<file path="src/lsas_pkg.sv">
// shared types, constants and ladder tables of the light sensor autorange smoother
// no dependencies
package lsas_pkg;

	localparam int RUNG_W   = 4;
	localparam int COUNT_W  = 16;
	localparam int LUX_W    = 32;
	localparam int WEIGHT_W = 16;
	localparam int ADDR_W   = 4;
	localparam int DATA_W   = 32;

	localparam logic [RUNG_W-1:0] RUNG_COUNT = 4'd10;
	localparam logic [RUNG_W-1:0] RUNG_LAST  = 4'd9;
	localparam logic [RUNG_W-1:0] START_RUNG_DEFAULT = 4'd5;

	localparam logic [COUNT_W-1:0]  LOW_LIMIT_RESET     = 16'd80;
	localparam logic [COUNT_W-1:0]  CEIL_SHORT_RESET    = 16'd33176;
	localparam logic [COUNT_W-1:0]  CEIL_LONG_RESET     = 16'd58981;
	localparam logic [WEIGHT_W-1:0] WEIGHT_RESET        = 16'd4096;

	localparam logic [1:0] MODE_MEASURE = 2'd0;
	localparam logic [1:0] MODE_PIN     = 2'd1;

	localparam logic [1:0] TIME_100MS = 2'd0;

	typedef enum logic [1:0] {
		REG_LOW_LIMIT  = 2'd0,
		REG_CEIL_SHORT = 2'd1,
		REG_CEIL_LONG  = 2'd2,
		REG_WEIGHT     = 2'd3
	} reg_idx_t;

	typedef enum logic [2:0] {
		ST_ACCEPTED     = 3'd0,
		ST_STEP_DOWN    = 3'd1,
		ST_STEP_UP      = 3'd2,
		ST_LUX_ERROR    = 3'd3,
		ST_PINNED       = 3'd4,
		ST_PIN_REJECTED = 3'd5,
		ST_UNPINNED     = 3'd6
	} status_t;

	typedef struct packed {
		logic [COUNT_W-1:0]  low_count_limit;
		logic [COUNT_W-1:0]  ceiling_short;
		logic [COUNT_W-1:0]  ceiling_long;
		logic [WEIGHT_W-1:0] smoothing_weight;
	} cfg_t;

	typedef struct packed {
		logic [RUNG_W-1:0] rung;
		logic              pinned;
		status_t           status;
		logic              accept;
	} range_res_t;

	function automatic logic [1:0] gain_of_rung(input logic [RUNG_W-1:0] r);
		logic [1:0] g;
		case (r)
			4'd0, 4'd1:       g = 2'd0;
			4'd2, 4'd3:       g = 2'd1;
			4'd4, 4'd5, 4'd6: g = 2'd2;
			4'd7, 4'd8, 4'd9: g = 2'd3;
			default:          g = 2'd0;
		endcase
		return g;
	endfunction

	function automatic logic [1:0] time_of_rung(input logic [RUNG_W-1:0] r);
		logic [1:0] t;
		case (r)
			4'd0, 4'd2, 4'd4: t = 2'd0;
			4'd1, 4'd3, 4'd5, 4'd7: t = 2'd1;
			4'd6, 4'd8:       t = 2'd2;
			4'd9:             t = 2'd3;
			default:          t = 2'd0;
		endcase
		return t;
	endfunction

endpackage

</file>
<file path="src/lsas_if.sv">
// valid/ready channel interfaces for measurement beats and result beats
// uses lsas_pkg for field widths
interface lsas_in_if;
	logic                          valid;
	logic                          ready;
	logic [1:0]                    mode;
	logic [lsas_pkg::COUNT_W-1:0]  full_count;
	logic [lsas_pkg::COUNT_W-1:0]  ir_count;
	logic [lsas_pkg::LUX_W-1:0]    lux_value;
	logic                          lux_error;
	logic [lsas_pkg::RUNG_W-1:0]   pin_target;

	modport source (output valid, mode, full_count, ir_count, lux_value, lux_error,
		pin_target, input ready);
	modport sink (input valid, mode, full_count, ir_count, lux_value, lux_error,
		pin_target, output ready);
endinterface

interface lsas_out_if;
	logic                          valid;
	logic                          ready;
	logic [lsas_pkg::RUNG_W-1:0]   rung;
	logic [1:0]                    gain_code;
	logic [1:0]                    integration_code;
	logic [2:0]                    status;
	logic                          is_pinned;
	logic [lsas_pkg::LUX_W-1:0]    raw_lux;
	logic [lsas_pkg::LUX_W-1:0]    smoothed_lux;

	modport source (output valid, rung, gain_code, integration_code, status, is_pinned,
		raw_lux, smoothed_lux, input ready);
	modport sink (input valid, rung, gain_code, integration_code, status, is_pinned,
		raw_lux, smoothed_lux, output ready);
endinterface

</file>
<file path="src/lsas_cfg_regs.sv">
// apb register file: low limit, ceilings and smoothing weight
// uses lsas_pkg
module lsas_cfg_regs (
	input  logic                         clk,
	input  logic                         arst_n,
	input  logic                         psel,
	input  logic                         penable,
	input  logic                         pwrite,
	input  logic [lsas_pkg::ADDR_W-1:0]  paddr,
	input  logic [lsas_pkg::DATA_W-1:0]  pwdata,
	output logic [lsas_pkg::DATA_W-1:0]  prdata,
	output logic                         pready,
	output lsas_pkg::cfg_t               cfg
);
	import lsas_pkg::*;

	cfg_t     cfg_q;
	reg_idx_t idx;
	logic     wr_en;

	assign idx    = reg_idx_t'(paddr[ADDR_W-1:2]);
	assign wr_en  = psel && penable && pwrite;
	assign pready = 1'b1;
	assign cfg    = cfg_q;

	always_ff @(posedge clk or negedge arst_n) begin
		if (!arst_n) begin
			cfg_q.low_count_limit  <= LOW_LIMIT_RESET;
			cfg_q.ceiling_short    <= CEIL_SHORT_RESET;
			cfg_q.ceiling_long     <= CEIL_LONG_RESET;
			cfg_q.smoothing_weight <= WEIGHT_RESET;
		end else if (wr_en) begin
			unique case (idx)
				REG_LOW_LIMIT:  cfg_q.low_count_limit  <= pwdata[COUNT_W-1:0];
				REG_CEIL_SHORT: cfg_q.ceiling_short    <= pwdata[COUNT_W-1:0];
				REG_CEIL_LONG:  cfg_q.ceiling_long     <= pwdata[COUNT_W-1:0];
				REG_WEIGHT:     cfg_q.smoothing_weight <= pwdata[WEIGHT_W-1:0];
				default: ;
			endcase
		end
	end

	always_comb begin
		unique case (idx)
			REG_LOW_LIMIT:  prdata = {{(DATA_W-COUNT_W){1'b0}}, cfg_q.low_count_limit};
			REG_CEIL_SHORT: prdata = {{(DATA_W-COUNT_W){1'b0}}, cfg_q.ceiling_short};
			REG_CEIL_LONG:  prdata = {{(DATA_W-COUNT_W){1'b0}}, cfg_q.ceiling_long};
			REG_WEIGHT:     prdata = {{(DATA_W-WEIGHT_W){1'b0}}, cfg_q.smoothing_weight};
			default:        prdata = '0;
		endcase
	end

endmodule

</file>
<file path="src/lsas_range_ctrl.sv">
// rung decision: saturation and dark checks, pin and unpin commands
// uses lsas_pkg
module lsas_range_ctrl (
	input  logic [1:0]                   mode,
	input  logic [lsas_pkg::COUNT_W-1:0] full_count,
	input  logic [lsas_pkg::COUNT_W-1:0] ir_count,
	input  logic                         lux_error,
	input  logic [lsas_pkg::RUNG_W-1:0]  pin_target,
	input  logic [lsas_pkg::RUNG_W-1:0]  rung,
	input  logic                         pinned,
	input  lsas_pkg::cfg_t               cfg,
	output lsas_pkg::range_res_t         res
);
	import lsas_pkg::*;

	logic [COUNT_W-1:0] ceil;
	logic               sat;
	logic               dark;

	assign ceil = (time_of_rung(rung) == TIME_100MS) ? cfg.ceiling_short : cfg.ceiling_long;
	assign sat  = (full_count >= ceil) || (ir_count >= ceil);
	assign dark = full_count < cfg.low_count_limit;

	always_comb begin
		res.rung   = rung;
		res.pinned = pinned;
		res.status = ST_ACCEPTED;
		res.accept = 1'b0;
		if (mode == MODE_PIN) begin
			if (pin_target >= RUNG_COUNT) begin
				res.status = ST_PIN_REJECTED;
			end else begin
				res.rung   = pin_target;
				res.pinned = 1'b1;
				res.status = ST_PINNED;
			end
		end else if (mode[1]) begin
			res.pinned = 1'b0;
			res.status = ST_UNPINNED;
		end else if (!pinned && sat && rung != '0) begin
			res.rung   = rung - 1'b1;
			res.status = ST_STEP_DOWN;
		end else if (!pinned && !sat && dark && rung < RUNG_LAST) begin
			res.rung   = rung + 1'b1;
			res.status = ST_STEP_UP;
		end else if (lux_error) begin
			res.status = ST_LUX_ERROR;
		end else begin
			res.accept = 1'b1;
		end
	end

endmodule

</file>
<file path="src/lsas_ema.sv">
// exponential average update with round-half-away rounding of the step
// uses lsas_pkg
module lsas_ema (
	input  logic [lsas_pkg::LUX_W-1:0]    avg,
	input  logic                          seeded,
	input  logic [lsas_pkg::LUX_W-1:0]    lux,
	input  logic [lsas_pkg::WEIGHT_W-1:0] weight,
	output logic [lsas_pkg::LUX_W-1:0]    avg_next
);
	import lsas_pkg::*;

	localparam int PROD_W = LUX_W + WEIGHT_W;

	logic              rising;
	logic [LUX_W-1:0]  diff;
	logic [PROD_W-1:0] prod;
	logic [PROD_W-1:0] rnd;
	logic [LUX_W-1:0]  delta;

	assign rising = lux >= avg;
	assign diff   = rising ? (lux - avg) : (avg - lux);
	assign prod   = PROD_W'(diff) * PROD_W'(weight);
	assign rnd    = prod + (PROD_W'(1) << (WEIGHT_W - 1));
	assign delta  = rnd[PROD_W-1:WEIGHT_W];

	always_comb begin
		if (!seeded) begin
			avg_next = lux;
		end else if (rising) begin
			avg_next = avg + delta;
		end else begin
			avg_next = avg - delta;
		end
	end

endmodule

</file>
<file path="src/light_sensor_autorange_smoother.sv">
// top level of the light sensor autorange smoother
// uses lsas_pkg, lsas_if, lsas_cfg_regs, lsas_range_ctrl and lsas_ema
//
// meas carries one beat per measurement or command (mode 0 measure, 1 pin,
// 2 or 3 unpin). res returns exactly one beat per meas beat, in order, with
// the rung, its gain and integration codes, a status code, the pin flag and
// the stored raw and averaged lux. Registers sit on the apb port.
// A beat is captured in an input register; the rung logic and the averaging
// multiplier then update the state and load the result register when it can take the beat.
// Throughput is one beat per cycle while res is not stalled; a single 32x16
// multiply sits between the two registers.
// When res is stalled the result register holds and the input register takes
// one more beat, then meas.ready drops until res drains.
// Reset puts the rung at START_RUNG, clears the pin flag, unseeds the average,
// zeroes the stored lux values and loads the register defaults.
module light_sensor_autorange_smoother #(
	parameter logic [lsas_pkg::RUNG_W-1:0] START_RUNG = lsas_pkg::START_RUNG_DEFAULT
) (
	input  logic                         clk,
	input  logic                         arst_n,
	lsas_in_if.sink                      meas,
	lsas_out_if.source                   res,
	input  logic                         psel,
	input  logic                         penable,
	input  logic                         pwrite,
	input  logic [lsas_pkg::ADDR_W-1:0]  paddr,
	input  logic [lsas_pkg::DATA_W-1:0]  pwdata,
	output logic [lsas_pkg::DATA_W-1:0]  prdata,
	output logic                         pready
);
	import lsas_pkg::*;

	cfg_t             cfg;
	range_res_t       rng;
	logic [LUX_W-1:0] avg_next;

	logic               valid_s1;
	logic [1:0]         mode_s1;
	logic [COUNT_W-1:0] full_s1;
	logic [COUNT_W-1:0] ir_s1;
	logic [LUX_W-1:0]   lux_s1;
	logic               lux_err_s1;
	logic [RUNG_W-1:0]  target_s1;

	logic [RUNG_W-1:0] rung_q;
	logic              pinned_q;
	logic              seeded_q;
	logic [LUX_W-1:0]  avg_q;
	logic [LUX_W-1:0]  raw_q;

	logic              valid_s2;
	logic [RUNG_W-1:0] rung_s2;
	logic [1:0]        gain_s2;
	logic [1:0]        time_s2;
	status_t           status_s2;
	logic              pinned_s2;
	logic [LUX_W-1:0]  raw_s2;
	logic [LUX_W-1:0]  avg_s2;

	logic advance;
	logic [LUX_W-1:0] raw_new;
	logic [LUX_W-1:0] avg_new;

	lsas_cfg_regs u_cfg (
		.clk     (clk),
		.arst_n  (arst_n),
		.psel    (psel),
		.penable (penable),
		.pwrite  (pwrite),
		.paddr   (paddr),
		.pwdata  (pwdata),
		.prdata  (prdata),
		.pready  (pready),
		.cfg     (cfg)
	);

	lsas_range_ctrl u_range (
		.mode       (mode_s1),
		.full_count (full_s1),
		.ir_count   (ir_s1),
		.lux_error  (lux_err_s1),
		.pin_target (target_s1),
		.rung       (rung_q),
		.pinned     (pinned_q),
		.cfg        (cfg),
		.res        (rng)
	);

	lsas_ema u_ema (
		.avg      (avg_q),
		.seeded   (seeded_q),
		.lux      (lux_s1),
		.weight   (cfg.smoothing_weight),
		.avg_next (avg_next)
	);

	assign advance    = valid_s1 && (!valid_s2 || res.ready);
	assign meas.ready = !valid_s1 || advance;
	assign raw_new    = rng.accept ? lux_s1 : raw_q;
	assign avg_new    = rng.accept ? avg_next : avg_q;

	// input beat register
	always_ff @(posedge clk or negedge arst_n) begin
		if (!arst_n) begin
			valid_s1 <= 1'b0;
		end else if (meas.ready) begin
			valid_s1 <= meas.valid;
		end
	end

	always_ff @(posedge clk) begin
		if (meas.ready && meas.valid) begin
			mode_s1    <= meas.mode;
			full_s1    <= meas.full_count;
			ir_s1      <= meas.ir_count;
			lux_s1     <= meas.lux_value;
			lux_err_s1 <= meas.lux_error;
			target_s1  <= meas.pin_target;
		end
	end

	// block state
	always_ff @(posedge clk or negedge arst_n) begin
		if (!arst_n) begin
			rung_q   <= START_RUNG;
			pinned_q <= 1'b0;
			seeded_q <= 1'b0;
			avg_q    <= '0;
			raw_q    <= '0;
		end else if (advance) begin
			rung_q   <= rng.rung;
			pinned_q <= rng.pinned;
			seeded_q <= seeded_q || rng.accept;
			avg_q    <= avg_new;
			raw_q    <= raw_new;
		end
	end

	// result register
	always_ff @(posedge clk or negedge arst_n) begin
		if (!arst_n) begin
			valid_s2 <= 1'b0;
		end else if (advance) begin
			valid_s2 <= 1'b1;
		end else if (res.ready) begin
			valid_s2 <= 1'b0;
		end
	end

	always_ff @(posedge clk) begin
		if (advance) begin
			rung_s2   <= rng.rung;
			gain_s2   <= gain_of_rung(rng.rung);
			time_s2   <= time_of_rung(rng.rung);
			status_s2 <= rng.status;
			pinned_s2 <= rng.pinned;
			raw_s2    <= raw_new;
			avg_s2    <= avg_new;
		end
	end

	assign res.valid            = valid_s2;
	assign res.rung             = rung_s2;
	assign res.gain_code        = gain_s2;
	assign res.integration_code = time_s2;
	assign res.status           = status_s2;
	assign res.is_pinned        = pinned_s2;
	assign res.raw_lux          = raw_s2;
	assign res.smoothed_lux     = avg_s2;

`ifndef NO_ASSERTIONS
	a_rung_on_ladder: assert property (@(posedge clk) disable iff (!arst_n)
		rung_q <= RUNG_LAST)
		else $error("rung left the ladder");

	a_drop_keeps_raw: assert property (@(posedge clk) disable iff (!arst_n)
		advance && !rng.accept |=> $stable(raw_q) && $stable(avg_q))
		else $error("dropped beat changed stored lux");

	a_pin_sets_flag: assert property (@(posedge clk) disable iff (!arst_n)
		valid_s2 && status_s2 == ST_PINNED |-> pinned_s2)
		else $error("pinned status without pin flag");

	a_ready_when_empty: assert property (@(posedge clk) disable iff (!arst_n)
		!valid_s2 |-> meas.ready)
		else $error("input stalled with empty result register");
`endif

endmodule

</file>
<file path="src/flat_wrapper.sv">
// flat-port wrapper written by rule: the top's interface ports become plain ports
module light_sensor_autorange_smoother_flat import lsas_pkg::*;
#(
	parameter logic [lsas_pkg::RUNG_W-1:0] START_RUNG = lsas_pkg::START_RUNG_DEFAULT
)
  (clk, arst_n, psel, penable, pwrite, paddr, pwdata, prdata, pready, meas_valid, meas_mode, meas_full_count, meas_ir_count, meas_lux_value, meas_lux_error, meas_pin_target, meas_ready, res_valid, res_rung, res_gain_code, res_integration_code, res_status, res_is_pinned, res_raw_lux, res_smoothed_lux, res_ready);
  lsas_in_if meas_i ();
  lsas_out_if res_i ();
  input  logic clk;
  input  logic arst_n;
  input  logic psel;
  input  logic penable;
  input  logic pwrite;
  input  logic [lsas_pkg::ADDR_W-1:0] paddr;
  input  logic [lsas_pkg::DATA_W-1:0] pwdata;
  output logic [lsas_pkg::DATA_W-1:0] prdata;
  output logic pready;
  input wire logic [$bits(meas_i.valid)-1:0] meas_valid;
  input wire logic [$bits(meas_i.mode)-1:0] meas_mode;
  input wire logic [$bits(meas_i.full_count)-1:0] meas_full_count;
  input wire logic [$bits(meas_i.ir_count)-1:0] meas_ir_count;
  input wire logic [$bits(meas_i.lux_value)-1:0] meas_lux_value;
  input wire logic [$bits(meas_i.lux_error)-1:0] meas_lux_error;
  input wire logic [$bits(meas_i.pin_target)-1:0] meas_pin_target;
  output wire logic [$bits(meas_i.ready)-1:0] meas_ready;
  output wire logic [$bits(res_i.valid)-1:0] res_valid;
  output wire logic [$bits(res_i.rung)-1:0] res_rung;
  output wire logic [$bits(res_i.gain_code)-1:0] res_gain_code;
  output wire logic [$bits(res_i.integration_code)-1:0] res_integration_code;
  output wire logic [$bits(res_i.status)-1:0] res_status;
  output wire logic [$bits(res_i.is_pinned)-1:0] res_is_pinned;
  output wire logic [$bits(res_i.raw_lux)-1:0] res_raw_lux;
  output wire logic [$bits(res_i.smoothed_lux)-1:0] res_smoothed_lux;
  input wire logic [$bits(res_i.ready)-1:0] res_ready;
  assign meas_i.valid = meas_valid;
  assign meas_i.mode = meas_mode;
  assign meas_i.full_count = meas_full_count;
  assign meas_i.ir_count = meas_ir_count;
  assign meas_i.lux_value = meas_lux_value;
  assign meas_i.lux_error = meas_lux_error;
  assign meas_i.pin_target = meas_pin_target;
  assign meas_ready = meas_i.ready;
  assign res_valid = res_i.valid;
  assign res_rung = res_i.rung;
  assign res_gain_code = res_i.gain_code;
  assign res_integration_code = res_i.integration_code;
  assign res_status = res_i.status;
  assign res_is_pinned = res_i.is_pinned;
  assign res_raw_lux = res_i.raw_lux;
  assign res_smoothed_lux = res_i.smoothed_lux;
  assign res_i.ready = res_ready;
  light_sensor_autorange_smoother #(.START_RUNG(START_RUNG)) u_core (.clk(clk), .arst_n(arst_n), .meas(meas_i), .res(res_i), .psel(psel), .penable(penable), .pwrite(pwrite), .paddr(paddr), .pwdata(pwdata), .prdata(prdata), .pready(pready));
endmodule
</file>
<file path="config.mk">
export PLATFORM = sky130hd
export DESIGN_NAME = light_sensor_autorange_smoother_flat
export DESIGN_NICKNAME = d
export VERILOG_FILES = /design/src/lsas_pkg.sv /design/src/lsas_if.sv /design/src/lsas_cfg_regs.sv /design/src/lsas_range_ctrl.sv /design/src/lsas_ema.sv /design/src/light_sensor_autorange_smoother.sv /design/src/flat_wrapper.sv
export SDC_FILE = /design/constraint.sdc
export NUM_CORES = 2
export LEC_CHECK = 0
export BUFFER_PORTS_ARGS = -buffer_cell sky130_fd_sc_hd__buf_2
export CORE_UTILIZATION = 25
export DETAILED_ROUTE_END_ITERATION = 10
export GPL_ROUTABILITY_DRIVEN = 0
export PLACE_DENSITY = 0.49
export SYNTH_ARGS = -nofsm -noshare
export SYNTH_HDL_FRONTEND = slang
export SYNTH_SLANG_ARGS = --single-unit
</file>
<file path="constraint.sdc">
create_clock -name clk -period 31.8 [get_ports clk]
set_input_delay 1.59 -clock clk [delete_from_list [all_inputs] [get_ports clk]]
set_output_delay 1.59 -clock clk [all_outputs]
set_load 0.01 [all_outputs]
</file>
==> results.py <==
metrics = {
    "status": {
        "run_status": "finished clean",
    },
    "detailed_routing": {
        "wl_per_cell_microns": 17.3,
        "ant_nets": 0,
        "viasPerCell": 4.55,
        "finalWirelength_microns": 101000,
        "post-route-drc-count": 0,
        "drt-initial-drc-count": 1488,
        "first_pass_iters": 5,
        "vias": 26600,
    },
    "logic_synthesis": {
        "ys_top_cells_by_area": "fa_1 (24%), edfxtp_1 (13%), ha_1 (10%), dfrtp_1 (8.3%), inv_1 (6.7%)",
        "async_reset_ff_share_pct": 48.1,
        "yosys.area.top_type": "fa_1",
        "yosys_warnings": 0,
        "yosysMostFrequentCell": "inv_1",
        "syn_area_per_cell_sq_um": 9.19,
        "synthFlopType": "edfxtp_1",
        "yosysSeqAreaShare_pct": 22.3,
        "ys_top_cells_by_count": "inv_1 (625), nand2_1 (542), fa_1 (420), ha_1 (294), o21ai_0 (229)",
        "synth-edff-count": 147,
        "synth_top_area_share_pct": 23.9,
        "syn_inst": 3829,
        "netlist_area_sq_um": 35200,
        "synth_seq_cells": 283,
        "synthDistinctLibCells": 92,
    },
    "cells_and_area": {
        "syn_to_final_growth_pct": 11.9,
        "nets": 4760,
        "n_fill_cell": 14900,
        "multiInputGateArea_sq_um": 24400,
        "drive_gt1_share_pct": 11.7,
        "seqCellArea_sq_um": 7850,
    },
    "critical_path": {
        "critPathKind": "reg2reg",
        "cp_max_fo": 21,
        "cp_slowest_stage_delay_ns": 0.90,
        "required_ns": 32.09,
        "worst_setup_path_end_kind": "register",
        "cp-start-kind": "register",
        "cp.arrival_ns": 15.61,
        "crit_slowest_cell": "xor2_2",
    },
    "clock_network": {
        "holdBufCountCts": 0,
        "cts_buffers": 34,
        "cts_tree": "yes",
        "postCtsSetupRepairBufs": 0,
        "cts.path.max_buffers": 3,
        "cts_resized": 0,
        "htree_levels": 2,
        "clock_latency_ns": 0.56,
        "root_buffer": "clkbuf_16",
        "cts.clk_slew.worst_paths_ns": 0.06,
        "cts.sinks": 283,
    },
    "sta": {
        "fin_setup_tns_ns": 0,
        "maxSlewHeadroom_pct": 13.1,
        "period_minus_slack_ns": 15.32,
        "finalMaxSlewViolations": 0,
        "hold_viol": 0,
        "min_period_over_period_pct": 48.2,
        "clock_skew_ns": 0.0155,
        "worst_pin_slew_ns": 1.30,
        "rsz0062_at_grt": "no",
        "setup_viol": 0,
        "fmaxAchievable_mhz": 65.3,
    },
    "global_routing": {
        "grtUsageTotal_pct": 14.3,
        "grt_pass1_vias": 27500,
        "antenna_found_initial": 7,
        "grt_pass1_wl_microns": 160000,
        "grt_max_degree": 97,
        "overflow": 0,
    },
    "die": {
        "dieArea_sq_um": 142000,
        "ios": 225,
        "die_y_microns": 377,
        "die_x_microns": 377,
        "core_sq_um": 140000,
        "rows": 137,
        "start_util_pct": 25.2,
    },
    "min_path": {
        "hold_path_class": "reg2reg",
    },
    "placed_design": {
        "port_buffers": 189,
        "hpwl_microns": 78300,
    },
    "job": {
        "cap_violations": 0,
    },
}
==> path summary, 6_finish.rpt <==
path / start / end / slack (ns) / cells past startpoint
max: u_core.avg_q[27]$_DFFE_PN0P_ / u_core.res.smoothed_lux[31]$_DFFE_PP_ / 16.48 / 53
min: u_core.raw_q[17]$_DFFE_PN0P_ / u_core.raw_q[17]$_DFFE_PN0P_ / 0.48 / 2
max reg2reg: u_core.avg_q[27]$_DFFE_PN0P_ / u_core.res.smoothed_lux[31]$_DFFE_PP_ / 16.48 / 53
min reg2reg: u_core.raw_q[17]$_DFFE_PN0P_ / u_core.raw_q[17]$_DFFE_PN0P_ / 0.48 / 2
max in group asynchronous: arst_n / u_core.avg_q[4]$_DFFE_PN0P_ / 29.28 / 2
min in group asynchronous: arst_n / u_core.u_cfg.cfg[55]$_DFFE_PN0P_ / 1.13 / 1
==> metrics by stage <==
stage                     std cells  util, %  hold WS, ns  instance area, sq um  worst slack (ns)
after floorplan                3844        -        0.446                 35200             19.24
after global placement         5772     27.4        0.459                 38300             16.47
after detailed placement       5772     27.4        0.462                 38300             16.52
after CTS                      5833     28.2        0.479                 39400             16.44
after global routing           5834     28.2        0.504                 39400             15.43
final                          5836     28.2        0.477                 39400             16.48
==> cell type report <==
type	count	share of cell area, %
diodes	3	0.0191
inverters	625	5.96
clock inverters	17	0.334
multi-input cells	2750	62.0
clock buffers	44	2.44
well taps	1876	5.96
flip-flops and latches	283	20.0
repair buffers	238	3.35
==> routing by layer <==
metal | part of all wire, % | wire length, microns | track usage (%)
met1 | 44 | 44800 | 18.9
met2 | 49 | 49700 | 24.7
met3 | 4.4 | 4460 | 1.82
met4 | 2.1 | 2110 | 3.41
met5 | 0.027 | 27 | 0
==> state kept, by name, indices dropped and copies added, names as in the netlist, 4 cells and up <==
register,flops
u_core.res.rung,4
u_core.rung_q,4
u_core.target_s1,4
u_core.lux_s1,32
u_core.u_cfg.cfg,64
u_core.res.smoothed_lux,32
u_core.ir_s1,16
u_core.raw_q,32
u_core.res.raw_lux,32
u_core.full_s1,16
u_core.avg_q,32
==> placed cells by master (no fill, tap or decap), drive strengths merged, types with 9 or more instances in the layout <==
master and n:
xnor2 63, a31oi 18, o21ai 241, and3 11
clkinv 10, buf 238, xor2 46, a211oi 23
nand2b 33, fa 420, or2 12, nor3 32
o21a 16, a21boi 12, a21o 95, and2 227
mux2i 52, o31ai 9, or3 15, inv 626
edfxtp 147, ha 294, mux2 54, mux4 16
nor2 100, nand3 38, conb 17, nand2 545
clkbuf 44, nor2b 36, dfrtp 117, o21bai 15
a21oi 151, dfstp 19, o211ai 13, nand4 29
==> cells by family after synthesis <==
group	Yosys count	synth area share, %
other cells	2	0.0213
xor+xnor	109	2.71
simple gates	1111	15.3
mux	122	4.23
compound gates	677	12.1
buf+inv	811	8.94
flops	283	22.3
fa+ha+maj	714	34.4
==> worst max-delay path, delay by kind of cell, from the launching register on <==
family                     cells  cell delay (ns)
xor gates and xnor gates       3             1.38
buffers and inverters          6             0.31
muxes                          2             0.47
DFF                            1             0.43
adders and majority gates      9             4.28
AOI/OAI and AO/OA             19             5.02
and+or+nand+nor               14             3.12
Power is left out: the tool's default activity adds up to more than one toggle a clock period on the data nets, which glitch-free logic cannot reach.
